--- src/dcrq_pkg.sv ---
// Package for the delayed command release queue.
// Holds the payload structs, op codes, controller states and control structs.
// Depends on nothing.
package dcrq_pkg;

   localparam int QueueDepth = 16;
   localparam int NumJoints  = 7;
   localparam int MaxRelease = 16;
   localparam int IdxWidth   = $clog2(QueueDepth);
   localparam int FillWidth  = $clog2(QueueDepth + 1);
   localparam int CntWidth   = $clog2(MaxRelease + 1);

   // Op codes of a request.
   localparam logic [1:0] OpLatch  = 2'd0;
   localparam logic [1:0] OpCommit = 2'd1;
   localparam logic [1:0] OpDelay  = 2'd2;

   // Configuration register indexes.
   localparam logic [1:0] CsrWireless = 2'd0;
   localparam logic [1:0] CsrGravity  = 2'd1;

   // Joint index that names no joint.
   localparam logic [2:0] JointUnknown = 3'd7;

   typedef struct packed {
      logic [1:0]         op;
      logic [2:0]         joint;
      logic signed [31:0] torque;
      logic [47:0]        stamp;
      logic [47:0]        now;
      logic [31:0]        delay;
   } req_type;

   typedef struct packed {
      logic signed [31:0] torque_s0;
      logic signed [31:0] torque_s1;
      logic signed [31:0] torque_e0;
      logic signed [31:0] torque_e1;
      logic signed [31:0] torque_w0;
      logic signed [31:0] torque_w1;
      logic signed [31:0] torque_w2;
      logic [47:0]        entry_stamp;
      logic signed [47:0] motor_delay;
      logic               gravity_request;
      logic               last;
      logic [7:0]         dropped_total;
   } rsp_type;

   typedef logic [NumJoints-1:0][31:0] snap_type;

   typedef enum logic [4:0] {
      ST_IDLE    = 5'b00001,
      ST_DIRECT  = 5'b00010,
      ST_SCAN    = 5'b00100,
      ST_INSERT  = 5'b01000,
      ST_RELEASE = 5'b10000
   } state_type;

   // Commands from the controller to the datapath.
   typedef struct packed {
      logic                 take_req;
      logic                 load_direct;
      logic                 drop;
      logic                 insert;
      logic                 pop;
      logic                 last;
      logic [FillWidth-1:0] pos;
   } ctl_cmd_type;

   // Status from the datapath to the controller.
   typedef struct packed {
      logic                 wireless;
      logic                 full;
      logic                 pos_le;
      logic                 front_due;
      logic                 next_due;
      logic                 out_free;
      logic [FillWidth-1:0] fill;
   } ctl_sts_type;

endpackage

--- src/dcrq_ctrl.sv ---
// Controller state machine of the delayed command release queue.
// Depends on dcrq_pkg; drives the datapath through command and status structs.
module dcrq_ctrl (
   input  logic                  clock,
   input  logic                  reset,
   input  logic                  req_valid,
   input  logic [1:0]            req_op,
   output logic                  req_ready,
   input  dcrq_pkg::ctl_sts_type sts,
   output dcrq_pkg::ctl_cmd_type cmd
);

   dcrq_pkg::state_type                   state_ff, state_in;
   logic [dcrq_pkg::FillWidth-1:0]        pos_ff, pos_in;
   logic [dcrq_pkg::CntWidth-1:0]         cnt_ff, cnt_in;
   logic                                  fire;
   logic                                  may_release;

   assign req_ready   = (state_ff == dcrq_pkg::ST_IDLE);
   assign fire        = req_valid && req_ready;
   assign may_release = sts.front_due &&
                        (cnt_ff < dcrq_pkg::CntWidth'(dcrq_pkg::MaxRelease));

   // Next state and commands.
   always_comb begin
      state_in        = state_ff;
      pos_in          = pos_ff;
      cnt_in          = cnt_ff;
      cmd             = '0;
      cmd.pos         = pos_ff;
      cmd.take_req    = fire;
      case (state_ff)
         dcrq_pkg::ST_IDLE: begin
            if (fire && req_op == dcrq_pkg::OpCommit) begin
               pos_in = '0;
               cnt_in = '0;
               if (!sts.wireless) begin
                  state_in = dcrq_pkg::ST_DIRECT;
               end else if (sts.full) begin
                  cmd.drop = 1'b1;
                  state_in = dcrq_pkg::ST_RELEASE;
               end else begin
                  state_in = dcrq_pkg::ST_SCAN;
               end
            end
         end
         dcrq_pkg::ST_DIRECT: begin
            if (sts.out_free) begin
               cmd.load_direct = 1'b1;
               state_in        = dcrq_pkg::ST_IDLE;
            end
         end
         dcrq_pkg::ST_SCAN: begin
            // Walk past every entry due no later than the new one.
            if (pos_ff < sts.fill && sts.pos_le) begin
               pos_in = pos_ff + 1'b1;
            end else begin
               state_in = dcrq_pkg::ST_INSERT;
            end
         end
         dcrq_pkg::ST_INSERT: begin
            cmd.insert = 1'b1;
            state_in   = dcrq_pkg::ST_RELEASE;
         end
         dcrq_pkg::ST_RELEASE: begin
            if (may_release) begin
               if (sts.out_free) begin
                  cmd.pop  = 1'b1;
                  cmd.last = !sts.next_due ||
                     (cnt_ff == dcrq_pkg::CntWidth'(dcrq_pkg::MaxRelease - 1));
                  cnt_in   = cnt_ff + 1'b1;
               end
            end else begin
               state_in = dcrq_pkg::ST_IDLE;
            end
         end
         default: begin
            state_in = dcrq_pkg::ST_IDLE;
         end
      endcase
   end

   // State registers.
   always_ff @(posedge clock) begin
      if (reset) begin
         state_ff <= dcrq_pkg::ST_IDLE;
         pos_ff   <= '0;
         cnt_ff   <= '0;
      end else begin
         state_ff <= state_in;
         pos_ff   <= pos_in;
         cnt_ff   <= cnt_in;
      end
   end

endmodule

--- config.mk ---
export PLATFORM = sky130hd
export DESIGN_NAME = dcrq_ctrl
export DESIGN_NICKNAME = d
export VERILOG_FILES = /design/src/dcrq_pkg.sv /design/src/dcrq_ctrl.sv
export SDC_FILE = /design/constraint.sdc
export NUM_CORES = 1
export LEC_CHECK = 0
export BUFFER_PORTS_ARGS = -buffer_cell sky130_fd_sc_hd__buf_4
export CAP_MARGIN = 40
export CORE_ASPECT_RATIO = 1.5
export CORE_MARGIN = 4
export CORE_UTILIZATION = 45
export DETAILED_ROUTE_END_ITERATION = 10
export GPL_TIMING_DRIVEN = 0
export PLACE_DENSITY = 0.71
export SLEW_MARGIN = 20
export SYNTH_ARGS = -nofsm -noshare
export SYNTH_HDL_FRONTEND = slang
export SYNTH_SLANG_ARGS = --single-unit
--- constraint.sdc ---
create_clock -name clock -period 2.15 [get_ports clock]
set_input_delay 0.43 -clock clock [delete_from_list [all_inputs] [get_ports clock]]
set_output_delay 0.43 -clock clock [all_outputs]
set_load 0.01 [all_outputs]
==> impl_metrics.csv <==
group,metric,value,unit
synth,synth_edf_count,0,
sta,fin_tns_setup,0,ns
placement,place_area,0.00121,mm²
setup_path,crit_path_end_kind,"primary output",
worst_hold_path,hold_depth,3,
placement,io_buffer_count,27,
power_and_ir_drop,ir_worst_vdd,0.498,mV
sta,timing.final.crit_share,93.6,%
synth,ys_async_sr_fraction,0,%
setup_path,cp.arrival,1.58,ns
die,die-height,65.1,µm
cells_and_area,instances_no_fill,178,
sta,tightest_slew,0.453,ns
drt,wirelength,2280,µm
global_routing,grt_overflow_total,0,
drt,dr.pass1.iters,4,
cells_and_area,seqCellArea,302,µm²
clock_network,cts_tree,"done",
cells_and_area,multiInputGateArea,633,µm²
sta,rsz0062_at_grt,"false",
die,core,0.00205,mm²
drt,route.vias.total,978,
sta,timing.slew.headroom,69.8,%
sta,skew,0.00288,ns
worst_hold_path,holdPathEnd,"state_ff[2]",
clock_network,clk_pin_slew,0.09,ns
die,start_util,47.7,%
placement,placed_cells,173,
outcome,status,"completed",
sta,post-route-min-period,2.01,ns
sta,slew_violations,0,
clock_network,clk_latency,0.28,ns
die,num_rows,20,
cells_and_area,antenna_cells,0,
power_and_ir_drop,p_leak,0.573,nW
global_routing,grt_antenna_before_repair,0,
setup_path,critPathLaunch,"state_ff[1]",
setup_path,rrSetupSlack,0.26,ns
clock_network,cts.sinks,15,
drt,antenna_left,0,
setup_path,r2r_start,"pos_ff[4]",
worst_hold_path,min_path_type,"in -> reg",
synth,synth.cell_area,978,µm²
setup_path,crit_type,"reg -> out",
die,io_pins,28,
cells_and_area,area_delta_synth_final,30.1,%
die,dieArea,0.00300,mm²
sta,setup_viol,0,
placement,pre_cts_ws,0.0816,ns
flow_run,drv_cap,0,
die,die_w,46.1,µm
cells_and_area,layout.nets,180,
sta,final-hold-violation-count,0,
cells_and_area,fin_area,0.00127,mm²
clock_network,clockRootBuffer,"clkbuf_4",
synth,synth_nets,147,
clock_network,cts_hold_buf,0,
clock_network,cts_made_buffers,3,
global_routing,grt_pass1_vias,1018,
placement,gp_congestion,0.827,
global_routing,grt_max_degree,11,
clock_network,cts.htree.levels,1,
synth,synth_ff_type,"dfxtp_1",
synth,synth_top_area_cell,"dfxtp_1",
setup_path,worstReg2RegEnd,"pos_ff[2]",
synth,avgSynthCellArea,7.89,µm²
drt,viasPerCell,5.49,
drt,dr.first_iter.drc_count,13,
power_and_ir_drop,powerDensity,520,mW/mm²
synth,netlist-cell-type-count,38,
sta,max_freq,0.497,GHz
cells_and_area,drive_gt1_share,27.6,%
synth,synth_top_area_share,30.7,%
global_routing,grt_pass1_wl,4110,µm
setup_path,r2r.worst_path.cells,7,
drt,drcViolationCount,0,
synth,synth-seq-cells,15,
synth,ys_warn_count,0,
synth,postSynthCellCount,124,
sta,final.setup.worst_slack,0.137,ns
placement,dp_hpwl,1830,µm
drt,routedWlPerCell,12.8,µm
setup_path,cp-start-kind,"flip-flop",
synth,synthTopCellsByArea,"dfxtp_1 (31%), ha_1 (9.0%), nand3_1 (8.2%)",
worst_hold_path,hp-start,"sts[9]",
cells_and_area,utilization,62.0,%
setup_path,worstPathRequired,1.72,ns
setup_path,path_max_fanout,7,
synth,ys_seq_area_share,30.7,%
global_routing,track_usage,17.9,%
clock_network,clockBufferDepth,2,
cells_and_area,fillers,205,
==> sequential cells by signal (all words and copies together), names as in the netlist <==
| name | cells |
|---|---|
| pos_ff | 5 |
| cnt_ff | 5 |
| state_ff | 5 |
==> metrics by stage <==
stage	hold slack, ns	total power, W
after global placement	0.458	0.000495
after floorplan	0.445	0.000425
final	0.432	0.000662
after CTS	0.424	0.000666
after global routing	0.444	0.000712
after detailed placement	0.472	0.000496
==> placed cells by master, fill, tap and decap left out, types with 2 or more instances in the layout <==
master / count
a21oi_1: 8
nand3_1: 16
inv_1: 11
clkbuf_4: 3
nor2b_1: 6
xnor2_1: 2
nand2_1: 10
nor2_1: 8
buf_4: 31
nand3b_1: 2
o21ai_1: 2
and3_1: 2
nand4_1: 4
or4_1: 2
dfxtp_1: 14
ha_1: 7
==> area by class of cell <==
type | instances | area share, %
Multi-Input combinational cell | 93 | 49.8
Buffer | 4 | 1.87
Sequential cell | 15 | 23.7
Clock inverter | 1 | 0.393
Clock buffer | 3 | 1.77
Timing Repair Buffer | 29 | 17.1
Tap cell | 22 | 2.16
Inverter | 11 | 3.24
==> worst max-delay path, stage by stage (launching register included) <==
cell	delay (ns)
dfxtp_1	0.42
nor4_4	0.39
nand4_1	0.17
buf_4	0.17
inv_1	0.04
buf_4	0.11
==> layer usage <==
metal | global-route usage [%] | routed length (µm) | vias up
li1 | - | - | 509
met5 | 0 | 0 | -
met4 | 7.83 | 38 | 0
met1 | 19.6 | 863 | 441
met2 | 32.1 | 1270 | 24
met3 | 2.74 | 108 | 4
==> cells in the mapped netlist, drive strengths merged (2+ instances only) <==
master  instances
nor2            8
nand3b          2
o21ai           3
and3            2
dfxtp          15
buf             3
nor2b           7
nand3          16
or4             2
nor3            2
nand4           4
and2            2
ha              7
a21oi           8
clkbuf          2
nand2          10
xnor2           2
inv            11
==> report_power, final <==
group / internal, W / total [W] / switching (W)
combinational: 0.0000968 / 0.000192 / 0.0000954
sequential: 0.000288 / 0.000309 / 0.0000209
clock: 0.0000690 / 0.000161 / 0.0000918
==> how the worst max path moves through the flow <==
stage,end,cells past startpoint,slack (ns)
after floorplan,pos_ff[3],8,0.27
after global placement,pos_ff[3],9,0.11
after detailed placement,pos_ff[2],9,0.08
after CTS,cmd[8],6,0.02
after global routing,cmd[6],5,0.02
final,cmd[6],5,0.14
==> kinds of logic (layout without fill, tap and decap cells) <==
logic type | Yosys count | in the layout | synth area share [%]
AO/OA/AOI/OAI | 18 | 18 | 11.5
flip-flops | 15 | 15 | 30.7
buffers and inverters | 16 | 48 | 7.03
XOR/XNOR | 3 | 3 | 2.69
adder cells (fa/ha/maj) | 7 | 7 | 8.95
multiplexers | 1 | 1 | 1.15
AND/OR/NAND/NOR | 64 | 64 | 38.0
==> repair_timing <==
action | in CTS | in global routing
setup buffers | 2 | 0
gates resized for setup | 2 | 4
pin swaps | 1 | 0
setup endpoints to repair | 3 | 4
Note: power is estimated with default switching activity, not from simulation.
